[config.mk]
export PLATFORM = sky130hd
export DESIGN_NAME = dpfh_ram
export DESIGN_NICKNAME = d
export VERILOG_FILES = /design/src/rtl/core/demand_paging_fault_handler_macros.svh /design/src/rtl/core/dpfh_ram.sv
export SDC_FILE = /design/constraint.sdc
export NUM_CORES = 2
export LEC_CHECK = 0
export BUFFER_PORTS_ARGS = -buffer_cell sky130_fd_sc_hd__buf_2
export CAP_MARGIN = 20
export CORE_MARGIN = 4
export CORE_UTILIZATION = 60
export CTS_CLUSTER_SIZE = 24
export DETAILED_ROUTE_END_ITERATION = 6
export PLACE_DENSITY = 0.72
export SLEW_MARGIN = 20
export SYNTH_ARGS = -nofsm -noshare
export SYNTH_HDL_FRONTEND = slang
export SYNTH_SLANG_ARGS = --single-unit
[constraint.sdc]
create_clock -name clk -period 3.8 [get_ports clk]
set_clock_uncertainty 0.05 [all_clocks]
set_input_delay 0.76 -clock clk [delete_from_list [all_inputs] [get_ports clk]]
set_output_delay 0.76 -clock clk [all_outputs]
set_load 0.005 [all_outputs]
[src/rtl/core/demand_paging_fault_handler_macros.svh]
// Assertion macros shared by the fault handler RTL.
// Needs clk and rst_n in scope where a macro is used.
`ifndef DEMAND_PAGING_FAULT_HANDLER_MACROS_SVH
`define DEMAND_PAGING_FAULT_HANDLER_MACROS_SVH
`ifndef SYNTHESIS
`define DPFH_ASSERT_IMP(lbl, ante, cons, msg) \
    lbl: assert property (@(posedge clk) disable iff (!rst_n) (ante) |-> (cons)) \
        else $error(msg);
`define DPFH_ASSERT_NXT(lbl, ante, cons, msg) \
    lbl: assert property (@(posedge clk) disable iff (!rst_n) (ante) |=> (cons)) \
        else $error(msg);
`else
`define DPFH_ASSERT_IMP(lbl, ante, cons, msg)
`define DPFH_ASSERT_NXT(lbl, ante, cons, msg)
`endif
`endif

[src/rtl/core/dpfh_ram.sv]
// Generic single-write, single-read RAM with registered read data.
// No dependencies.
module dpfh_ram #(
    parameter int WIDTH = 8,
    parameter int DEPTH = 256
) (
    input  logic                                    clk,
    input  logic                                    we,
    input  logic [((DEPTH > 1) ? $clog2(DEPTH) : 1)-1:0] waddr,
    input  logic [WIDTH-1:0]                        wdata,
    input  logic [((DEPTH > 1) ? $clog2(DEPTH) : 1)-1:0] raddr,
    output logic [WIDTH-1:0]                        rdata
);

    logic [WIDTH-1:0] mem [DEPTH];

    always_ff @(posedge clk)
    begin
        if (we)
        begin
            mem[waddr] <= wdata;
        end
        rdata <= mem[raddr];
    end

endmodule

Word level (Yosys, flattened, before mapping)
Memory sizes are Yosys's and may differ from the RTL's. A register that Yosys moved wholly into a read port is not among the register bits.
Index checks and enable logic that the tools add are counted.
{"block": "word_totals", "reg_bits": 0, "ram_bits": 2048, "in_bits": 26, "out_inout_bits": 8, "elab_cells": 3, "mem_count": 1}
{"block": "op_classes", "n_mux": 2}
{"memory": "mem", "depth": 256, "width": 8, "read_ports": 1, "rd_clocked_by_memory_dff": 1, "write_ports": 1, "line_no": "dpfh_ram.sv:15", "source": "logic [WIDTH-1:0] mem [DEPTH];"}
{"op": "two-way mux 1 bit", "count": 2}

Longest topological paths before layout
{"block": "logic_depth", "ltp_word": 2, "depth_mapped": 11}

Least setup slack after synthesis
OpenSTA, ideal clock, no wires.
{"block": "synth_timing", "kind": "input port to flip-flop", "from": "in raddr[0] in the netlist's numbering", "to": "reg rdata[2], read port of mem", "setup_time_ps": 131, "arrival_ps": 2567, "path_slack_ps": 1052, "stages": 9, "n_path_buf": 4, "cell_sequence": "buf_6 -> buf_12 -> buf_8 -> buf_2 -> mux4_2 -> a22oi_1 -> a21oi_1 -> nor4_1 -> nor4_2"}
{"element": "start, declared", "line_no": "dpfh_ram.sv:11", "source": "input logic [((DEPTH > 1) ? $clog2(DEPTH) : 1)-1:0] raddr,"}
{"element": "end, declared", "line_no": "dpfh_ram.sv:12", "source": "output logic [WIDTH-1:0] rdata"}

==> results.yml <==
status:
  status: "finished, final reports clean"
global_route:
  grt_pass1_wl_um: 284000
  use_met1_pct: 40.9
  grt_pass1_vias: 40500
  track_usage_pct: 28.8
  grt_max_degree: 128
  antenna_found_initial: 11
  gr-usage-met3_pct: 7.17
  top_usage_layer: "met2"
  grt-ovfl-total: 0
  grtUsageMet2_pct: 44.5
floorplanning:
  start_util_pct: 60.4
  num_io_pins: 34
  die_h_um: 372
  coreArea_um2: 132000
  die_area_um2: 138000
  row_count: 133
  die-width_um: 372
synthesis:
  yosys-top-cells-area: "edfxtp_1 77%, mux4_2 13%, mux2i_1 1.7%, nor2_1 1.3%, a22oi_1 1.3%"
  synthAdderAreaFrac_pct: 0
  synth_mux_area_share_pct: 14.6
  ys_seq_area_share_pct: 77.5
  synth_top_family_by_area: "multiplexers"
  syn_area_um2: 79600
  synth_compound_area_share_pct: 3.42
  netlist_instances: 3733
  yosysTopAreaCell: "edfxtp_1"
  synth-simple-area-share_pct: 2.63
  syn-num-nets: 3759
  avgSynthCellArea_um2: 21.3
  synth_cell_types: 55
  synth_top_area_share_pct: 77.3
  yosysWarningCount: 0
  synthXorXnorAreaFrac_pct: 0
  ys_ff_latch: 2056
worst_setup_path:
  crit_fanout: 38
  start_kind: "input port"
  critPathKind: "in -> reg"
  crit_path_end_kind: "register"
  required_ns: 4.46
  arrival_ns: 4.10
finish:
  nets: 4154
  area_growth_pct: 13.6
  stdcell_count: 6050
  post-route-cell-area_um2: 90400
  drive_above_1_share_pct: 26.9
timing:
  fin_tns_setup_ns: 0
  final_hold_viol_count: 0
  finalSetupViolCount: 0
  rsz0062_at_grt: "false"
  worstMarginPinSlew_ns: 1.20
  slew_viol_final: 0
  fmax_mhz: 290
  finalCritPeriodShare_pct: 90.6
  max-slew-margin-rel_pct: 19.6
  post-route-min-period_ns: 3.44
clock_network:
  clk_pin_slew_ns: 0.06
  cts_buffers: 195
  ctsHtreeMaxLevel: 4
  cts_max_path_buffers: 3
  post_cts_buffers: 0
  clock_latency_ns: 0.84
  cts_tree: "yes"
  clock-sinks: 2056
  hold_buffers: 0
  cts_resized: 0
  cts_root_buf: "clkbuf_16"
route:
  wl_per_cell_um: 32.2
  drt_wl_total_um: 195000
  detail-route-antenna-nets: 0
  vias_per_cell: 6.71
  vias: 40600
  firstDrtPassIters: 6
  first_iter_violations: 5826
  drc: 0
placement:
  port_buffers: 33
  dp_hpwl_um: 122000
  dp.cells: 5686
  post_dp_cell_area_um2: 84200
  gp_congestion: 0.874
power_and_ir_drop:
  vdd_drop_max_mv: 0.443
  leakage_nw: 28.6
  power_density_nw_per_um2: 511
  power_mw: 46.2
hold_path:
  hold_class: "in -> reg"
flow_run:
  maxCapViolations: 0
-- cell usage after synthesis, drive strengths merged --
cell,count
edfxtp,2048
mux4,456
nor2,282
mux2i,134
a22oi,133
buf,122
clkbuf,111
a21oi,96
o221ai,47
nand3,34
nand2,33
nor2b,31
o22ai,28
nor4,27
nor3,22
a211oi,16
a221oi,14
o21ai,12
nand4,10
o211ai,10
a22o,8
dfxtp,8
nand2b,8
and2,6
a2111oi,5
o22a,5
o32ai,5
or2,4
a311oi,2
a31oi,2
and3b,2
nand3b,2
a21boi,1
and3,1
clkinv,1
inv,1
mux2,1
nor3b,1
nor4b,1
o311ai,1
or2b,1
or3b,1
-- final cells by class --
type                            instances  area, µm²
Clock buffer                          253       5140
Tap cell                             1755       2200
Fill cell                            7921      41300
Inverter                                2       7.51
Sequential cell                      2056      61700
Multi-Input combinational cell       1442      16500
Timing Repair Buffer                  431       3850
Clock inverter                        104       1000
Antenna cell                            7       17.5
-- critical path: stages --
cell,delay [ns]
buf_8,0.12
buf_12,0.24
buf_12,0.33
buf_4,0.24
mux4_2,0.54
o22ai_1,0.32
nor3_1,0.09
nor4_1,1.01
buf_4,0.29
nor4_2,0.05
-- metal layers --
metal / part of all wire (%) / vias up / wire [µm]
li1: - / 16500 / -
met1: 37 / 21100 / 71800
met2: 48 / 2584 / 93400
met3: 11 / 393 / 21900
met4: 3.9 / 6 / 7680
met5: 0.025 / - / 48
-- sequential cells by signal (all words and copies together), names as in the netlist --
| name | cells |
|---|---|
| rdata | 8 |
| mem | 2048 |
-- cells by family (layout without fill, tap and decap cells) --
family | after synthesis | in the layout
AOI/OAI and AO/OA | 385 | 385
DFF | 2056 | 2056
muxes | 591 | 591
other | 0 | 7
buffers and inverters | 235 | 790
and+or+nand+nor | 466 | 466
-- path summary, 6_finish.rpt --
kind / cells after the start / slack (ns) / from / end
max: 10 / 0.36 / raddr[0] / rdata[0]$_DFF_P_
min: 1 / 0.21 / wdata[3] / mem[85][3]$_DFFE_PP_
max reg2reg: 6 / 0.71 / mem[67][0]$_DFFE_PP_ / rdata[0]$_DFF_P_
min reg2reg: 7 / 0.99 / mem[32][5]$_DFFE_PP_ / rdata[5]$_DFF_P_
-- layout by cell type, fill, tap and decap left out, types with 33 or more instances in the layout --
master and count:
edfxtp_1 2048, mux4_2 454, buf_4 351, nor2_1 279, clkbuf_16 196, mux2i_1 134
a22oi_1 133, a21oi_1 96, clkbuf_1 55, clkinv_1 54, buf_12 48, o221ai_1 46
nand3_1 34, nand2_1 33
-- through the flow --
step / setup WS (ns) / util [%] / hold slack, ns
floorplan: 1.05 / - / 0.720
global placement: -0.446 / 64.0 / 0.986
detailed placement: -0.341 / 64.0 / 0.963
CTS: 0.527 / 68.6 / 0.134
global route: 0.413 / 68.6 / 0.162
finish: 0.357 / 68.6 / 0.205
-- report_power, final --
part           switching [mW]  internal, mW
combinational            1.49         0.887
clock                    8.20          10.6
sequential             0.0541          25.0
total                    9.75          36.5
Power figures use the tool's default switching activity.
