==> src/rtl/core/demand_paging_fault_handler_macros.svh <==
// Assertion macros shared by the fault handler RTL.
// Needs clk and rst_n in scope where a macro is used.
`ifndef DEMAND_PAGING_FAULT_HANDLER_MACROS_SVH
`define DEMAND_PAGING_FAULT_HANDLER_MACROS_SVH
`ifndef SYNTHESIS
`define DPFH_ASSERT_IMP(lbl, ante, cons, msg) \
    lbl: assert property (@(posedge clk) disable iff (!rst_n) (ante) |-> (cons)) \
        else $error(msg);
`define DPFH_ASSERT_NXT(lbl, ante, cons, msg) \
    lbl: assert property (@(posedge clk) disable iff (!rst_n) (ante) |=> (cons)) \
        else $error(msg);
`else
`define DPFH_ASSERT_IMP(lbl, ante, cons, msg)
`define DPFH_ASSERT_NXT(lbl, ante, cons, msg)
`endif
`endif

==> src/rtl/core/dpfh_pkg.sv <==
// Types, sizes and codes for the demand paging fault handler.
// No dependencies.
package dpfh_pkg;

    localparam int ADDR_W     = 32;
    localparam int PAGE_SHIFT = 12;
    localparam int PAGE_W     = ADDR_W - PAGE_SHIFT;
    localparam int FRAME_W    = 20;
    localparam int WANT_W     = 4;
    localparam int RIGHTS_W   = 3;
    localparam int CFG_IDX_W  = 3;

    localparam int TABLE_POOL     = 64;
    localparam int DIRECTORY_BITS = 12;
    localparam int SECOND_BITS    = 8;

    localparam int DIR_SIZE    = 1 << DIRECTORY_BITS;
    localparam int DIR_LO      = PAGE_SHIFT + SECOND_BITS;
    localparam int TBL_W       = (TABLE_POOL > 1) ? $clog2(TABLE_POOL) : 1;
    localparam int TIU_W       = $clog2(TABLE_POOL + 1);
    localparam int DIR_ENT_W   = 1 + TBL_W;
    localparam int PAGE_ENT_W  = 1 + FRAME_W;
    localparam int SLOT_AW     = TBL_W + SECOND_BITS;
    localparam int SLOT_DEPTH  = 1 << SLOT_AW;
    localparam int CLR_COUNT   = (DIR_SIZE > SLOT_DEPTH) ? DIR_SIZE : SLOT_DEPTH;
    localparam int CLR_W       = $clog2(CLR_COUNT);

    localparam logic [RIGHTS_W-1:0] RIGHTS_FULL = 3'd7;
    localparam logic [RIGHTS_W-1:0] RIGHTS_RW   = 3'd6;
    localparam logic [RIGHTS_W-1:0] RIGHTS_NONE = 3'd0;

    localparam logic [ADDR_W-1:0] VSTART_RST = 32'h0200_0000;
    localparam logic [ADDR_W-1:0] HSTART_RST = 32'h0400_0000;
    localparam logic [ADDR_W-1:0] HEND_RST   = 32'h0440_0000;
    localparam logic [ADDR_W-1:0] SEND_RST   = 32'hBFF0_0000;
    localparam logic [ADDR_W-1:0] STOP_RST   = 32'hC000_0000;

    typedef enum logic [2:0] {
        ST_DIRECT   = 3'd0,
        ST_EXISTING = 3'd1,
        ST_NEW      = 3'd2,
        ST_NO_FRAME = 3'd3,
        ST_NO_TABLE = 3'd4
    } status_t;

    typedef enum logic [CFG_IDX_W-1:0] {
        REG_VSTART = 3'd0,
        REG_HSTART = 3'd1,
        REG_HEND   = 3'd2,
        REG_SEND   = 3'd3,
        REG_STOP   = 3'd4
    } cfg_idx_t;

    // Operand pairs for the shared less-than unit
    typedef enum logic [2:0] {
        CMP_VSTART = 3'd0,   // addr < vstart
        CMP_HSTART = 3'd1,   // addr < hstart
        CMP_HEND   = 3'd2,   // addr < hend
        CMP_SEND   = 3'd3,   // send < addr
        CMP_STOP   = 3'd4    // stop < addr
    } cmp_sel_t;

    typedef struct packed {
        logic [ADDR_W-1:0] vstart;
        logic [ADDR_W-1:0] hstart;
        logic [ADDR_W-1:0] hend;
        logic [ADDR_W-1:0] send;
        logic [ADDR_W-1:0] stop;
    } cfg_regs_t;

endpackage

==> src/rtl/core/dpfh_cmp.sv <==
// Shared unsigned less-than unit for the region checks.
// Depends on dpfh_pkg.
module dpfh_cmp (
    input  logic [dpfh_pkg::ADDR_W-1:0] addr,
    input  dpfh_pkg::cfg_regs_t         cfg,
    input  dpfh_pkg::cmp_sel_t          sel,
    output logic                        lt
);

    logic [dpfh_pkg::ADDR_W-1:0] op_a;
    logic [dpfh_pkg::ADDR_W-1:0] op_b;
    logic [dpfh_pkg::ADDR_W:0]   diff;

    always_comb
    begin
        unique case (sel)
            dpfh_pkg::CMP_VSTART:
            begin
                op_a = addr;
                op_b = cfg.vstart;
            end
            dpfh_pkg::CMP_HSTART:
            begin
                op_a = addr;
                op_b = cfg.hstart;
            end
            dpfh_pkg::CMP_HEND:
            begin
                op_a = addr;
                op_b = cfg.hend;
            end
            dpfh_pkg::CMP_SEND:
            begin
                op_a = cfg.send;
                op_b = addr;
            end
            dpfh_pkg::CMP_STOP:
            begin
                op_a = cfg.stop;
                op_b = addr;
            end
            default:
            begin
                op_a = addr;
                op_b = addr;
            end
        endcase
    end

    // borrow out of a - b means a < b
    assign diff = {1'b0, op_a} - {1'b0, op_b};
    assign lt   = diff[dpfh_pkg::ADDR_W];

endmodule

==> config.mk <==
export PLATFORM = sky130hd
export DESIGN_NAME = dpfh_cmp
export DESIGN_NICKNAME = d
export VERILOG_FILES = /design/src/rtl/core/demand_paging_fault_handler_macros.svh /design/src/rtl/core/dpfh_pkg.sv /design/src/rtl/core/dpfh_cmp.sv
export SDC_FILE = /design/constraint.sdc
export NUM_CORES = 1
export LEC_CHECK = 0
export ABC_AREA = 1
export BUFFER_PORTS_ARGS = -buffer_cell sky130_fd_sc_hd__buf_2
export CORE_MARGIN = 4
export CORE_UTILIZATION = 37
export DETAILED_ROUTE_END_ITERATION = 8
export PLACE_DENSITY = 0.84
export SLEW_MARGIN = 20
export SYNTH_ARGS = -nofsm -noshare
export SYNTH_HDL_FRONTEND = slang
export SYNTH_SLANG_ARGS = --single-unit
==> constraint.sdc <==
create_clock -name vclk -period 2.8
set_input_delay 0.56 -clock vclk [all_inputs]
set_output_delay 0.56 -clock vclk [all_outputs]
set_load 0.005 [all_outputs]
# Word level (Yosys, flattened, before mapping)
# Index checks and enable logic that the tools add are counted.
# Widths: inputs -> output; s select.
[op_classes]
add_sub_neg = 1
n_mul = 0
n_div = 0
n_lt_le_gt_ge = 0
eq_ne = 4
shifts = 0
n_mux = 2
bitwise = 0
n_reduce_logical = 1
[op_table]
columns = ["operator", "n"]
rows = [
  ["$pmux 32 s3", 1],
  ["$pmux 32 s2", 1],
  ["$sub 32x32->33", 1],
  ["$eq 3x2->1 const B", 2],
  ["$eq 3x1->1 const B", 1],
  ["$eq 3x3->1 const B", 1],
  ["$logic_not 3->1", 1],
]
[word_totals]
reg_bits = 0
latch_bits = 0
ram_bits = 0
rom_bits = 0
inputBits = 195
output_inout_bits = 1
mem_count = 0

# Logic depth before layout (Yosys ltp)
[depth]
word_depth = 3
ltp_mapped = 18

# Worst setup path after synthesis
# Ideal clock, no wire load.
[synth_path]
path_type = "input -> output"
from = "input port sel[1]"
to = "output port lt"
arrival_time_ns = 2.469
path_slack_ns = -0.229
stages = 15
path_buffers = 3
path_cell_list = "buf_4 -> nand2_1 -> nand2_2 -> inv_2 -> clkbuf_1 -> buf_2 -> o21ai_0 -> ha_1 -> a21oi_1 -> o21ai_0 -> nand3_1 -> a21oi_1 -> o21bai_1 -> o2111ai_1 -> a21oi_1"
[synth_between]
elab_chain_len = 3
word_cells_on_any_way = 8
classes_between = "1 x add/sub; 4 x eq/ne; 2 x mux; 1 x reduce/logical"
[synth_rtl]
columns = ["element", "line", "text"]
rows = [
  ["start: declaration", "dpfh_cmp.sv:6", "input dpfh_pkg::cmp_sel_t sel,"],
  ["$eq 3x2->1 (tied with other cells)", "dpfh_cmp.sv:16", "unique case (sel)"],
  ["$pmux 32 s3 / $pmux 32 s2 (equally long branches)", "dpfh_cmp.sv:16", ""],
  ["$sub 32x32->33 (*)", "dpfh_cmp.sv:51", "assign diff = {1'b0, op_a} - {1'b0, op_b};"],
  ["end: declaration", "dpfh_cmp.sv:7", "output logic lt"],
]
# Every way passes the cells marked *; elsewhere a longest branch is shown, timed or not.

# Worst setup path in the final report
[layout_path]
from = "input port sel[2]"
to = "output port lt"
# Same word-level chain as after synthesis.

==> impl_results.rst <==
.. list-table::
   :header-rows: 1

   * - Metric
     - Value
   * - Run status
     - finished, violations left
   * - Violated checks
     - setup timing
   * - Number of ports placed on the die boundary
     - 196
   * - Effective utilization at floorplan
     - 38.68%
   * - Crit-path max cell delay
     - 0.31 ns
   * - Final Critical Period
     - 3.181 ns
   * - Cells traversed along the worst timing path
     - buf_8 -> buf_12 -> nor2_4 -> buf_6 -> buf_8 -> nand3_2 -> nand3_2 -> o21ai_1 -> ha_1 -> nand2_1 -> inv_1 -> nand4_1 -> o21bai_4 -> o2111ai_2 -> a21oi_2 -> buf_2
   * - Total Die Area
     - 7593 sq um
   * - Mapped Area
     - 2317 sq um
   * - Most common cell after layout, fill and taps aside
     - sky130_fd_sc_hd__buf_2
   * - Share of post-route cells with drive strength above 1
     - 46.11%
   * - Global-route wire length before repair
     - 18420 um
   * - Category of cells accounting for the largest share of critical-path delay
     - buffers and inverters
   * - Final routed DRC violation total
     - 0
   * - CP bufs+invs
     - 6
   * - P&R area growth vs syn
     - 76.94%
   * - Ant diodes
     - 0
   * - CP max stage cell
     - sky130_fd_sc_hd__ha_1
   * - Setup Crit Path Kind
     - input port to output pin
   * - Total count of hold-check failures in the final report
     - 0
   * - Number of input and output port buffers inserted
     - 196
   * - Peak VDD IR
     - 0.08971 mV
   * - Filler-free cell count of the finished design
     - 743
   * - Arr. time, crit path
     - 2.62 ns
   * - Pre-CTS worst setup slack
     - -0.4194 ns
   * - Pin count of the biggest net entering global routing
     - 17
   * - Final Max Tran Viols
     - 0
   * - Sequential-to-total area share from yosys stat
     - 0%
   * - Setup WS post-layout
     - -0.3809 ns
   * - Via Count
     - 4261
   * - Final number of setup-violating endpoints
     - 1
   * - Final routed wirelength across all metal layers
     - 12800 um
   * - Area share of the largest cell type after synthesis
     - 25.92%
   * - Vias in the first global route
     - 4052
   * - HPWL Detailed
     - 9716 um
   * - All-Layer GR Usage
     - 29.66%
   * - Area of the multi-input gates
     - 2293 sq um
   * - Warnings, synthesis
     - 0
   * - Pre-antenna DRT Iters
     - 5
   * - Setup_tns
     - -0.3809 ns
   * - Net count of the mapped netlist
     - 666
   * - Final clock period utilization by the worst path
     - 113.6%
   * - Antenna violations before repair
     - 0
   * - Max-cap violation count
     - 0
   * - Worst Max-Slew Pin Slew
     - 0.2401 ns
   * - Count of flip-flops and latches
     - 0
   * - Number of nets with antenna violations after routing
     - 0
   * - RSZ-0062 raised after global routing
     - true
   * - Placed insts
     - 728
   * - Worst hold slack
     - 1.790 ns
   * - Type of element launching the critical path
     - input port
   * - Class of the tightest hold or removal check
     - input port to output pin
   * - Row Count
     - 28
   * - Cell area reported after detailed placement
     - 3721 sq um
   * - Top library cells by usage in the layout, fill and taps aside
     - sky130_fd_sc_hd__buf_2 (193), sky130_fd_sc_hd__nand3_1 (111), sky130_fd_sc_hd__nand2_1 (94)
   * - Largest fanout of any net on the critical path
     - 7
   * - Critical Path End Type
     - output pin
   * - Leading area contributor after synthesis
     - sky130_fd_sc_hd__nand3_1
   * - Post-detailed-route via-to-cell ratio
     - 5.735
   * - Number of standard cells after synthesis
     - 440
   * - WL/cell
     - 17.23 um
   * - Worst-case headroom to the max-slew limit
     - 83.86%
   * - Layout clock buffer count
     - 0
   * - Congestion Overflow GR
     - 0
   * - Required time at the worst-slack endpoint
     - 2.24 ns
   * - Final std cell area, no fill
     - 4100 sq um
   * - Chip Width
     - 87.14 um
   * - Leakage power of the design
     - 2.119 nW
   * - RD Place Congestion
     - 0.9968
   * - Top post-synthesis cells by area
     - sky130_fd_sc_hd__nand3_1 (26%), sky130_fd_sc_hd__ha_1 (17%), sky130_fd_sc_hd__nand2_1 (16%)
   * - Post-synth cell types
     - 27
   * - Area of the core region
     - 5991 sq um
   * - Height of the die
     - 87.14 um
   * - Flip-flop and latch area
     - 0 sq um
   * - Starting DRT DRC Count
     - 344
   * - Number of inserted filler cells in the final layout
     - 569
   * - Power density over the cells
     - 182.6 nW/um^2
   * - Mean area per synthesized cell
     - 5.266 sq um
   * - Number of nets at the end of the flow
     - 896
   * - Maximum clock rate
     - 314.4 MHz
-- power breakdown --
part | total, W | internal, W | switching (W)
sequential | 0 | 0 | 0
clock | 0 | 0 | 0
combinational | 0.000749 | 0.000359 | 0.000390
-- Yosys cell counts (2+ instances only) --
master                     number
sky130_fd_sc_hd__nand3_1      120
sky130_fd_sc_hd__a211oi_1       2
sky130_fd_sc_hd__o22ai_1        2
sky130_fd_sc_hd__inv_1         21
sky130_fd_sc_hd__clkbuf_1      26
sky130_fd_sc_hd__o21ai_1       14
sky130_fd_sc_hd__inv_2          4
sky130_fd_sc_hd__nand4_1        9
sky130_fd_sc_hd__a21oi_1       38
sky130_fd_sc_hd__nand2_4        2
sky130_fd_sc_hd__o21ai_0       47
sky130_fd_sc_hd__nor2_1         8
sky130_fd_sc_hd__nand2_1       99
sky130_fd_sc_hd__ha_1          31
sky130_fd_sc_hd__a32o_1         2
sky130_fd_sc_hd__buf_1          4
-- layout make-up --
cell class | instances | share of cell area [%]
Inverter | 25 | 2.350
Multi-Input combinational cell | 383 | 55.94
Tap cell | 75 | 2.289
Timing Repair Buffer | 260 | 39.43
-- cells by family after synthesis --
family          share of synthesized area (%)
compound gates                          24.62
simple gates                            48.70
buf+inv                                 9.935
fa+ha+maj                               16.74
-- final timing paths --
path	start	end	slack, ns	cells after the start
max	sel[2]	lt	-0.38	16
min	addr[31]	lt	1.79	8
-- metrics by stage --
stage | utilization [%] | total power [W]
after CTS | 64.79 | 0.0006655
after global placement | 62.11 | 0.0006127
after global routing | 68.44 | 0.0008146
after floorplan | - | 0.0003304
final | 68.44 | 0.0007488
after detailed placement | 62.11 | 0.0006308
-- repair_timing --
item | 4_1_cts | 5_1_grt
setup endpoints to repair | 1 | 1
pin swaps | 12 | 29
gates cloned | 3 | 1
hold buffers | 0 | 0
setup buffers | 6 | 5
gates resized for setup | 29 | 48
-- tightest hold or removal path, cell delays in order --
cell and delay, ns:
sky130_fd_sc_hd__buf_2 0.10, sky130_fd_sc_hd__o21ai_0 0.08, sky130_fd_sc_hd__inv_1 0.07, sky130_fd_sc_hd__ha_1 0.14, sky130_fd_sc_hd__a21oi_1 0.05, sky130_fd_sc_hd__o2111ai_2 0.08, sky130_fd_sc_hd__a21oi_2 0.03, sky130_fd_sc_hd__buf_2 0.13
-- layer usage --
layer	vias to the layer above	GRT usage (%)	routed length, um	part of all wire [%]
li1	2020	-	-	-
met1	1909	34.01	4489	35
met2	300	55.35	6531	51
met3	32	4.825	1464	11
met4	0	9.484	314	2.5
met5	-	0	0	0
(Power assumes the default switching activity.)
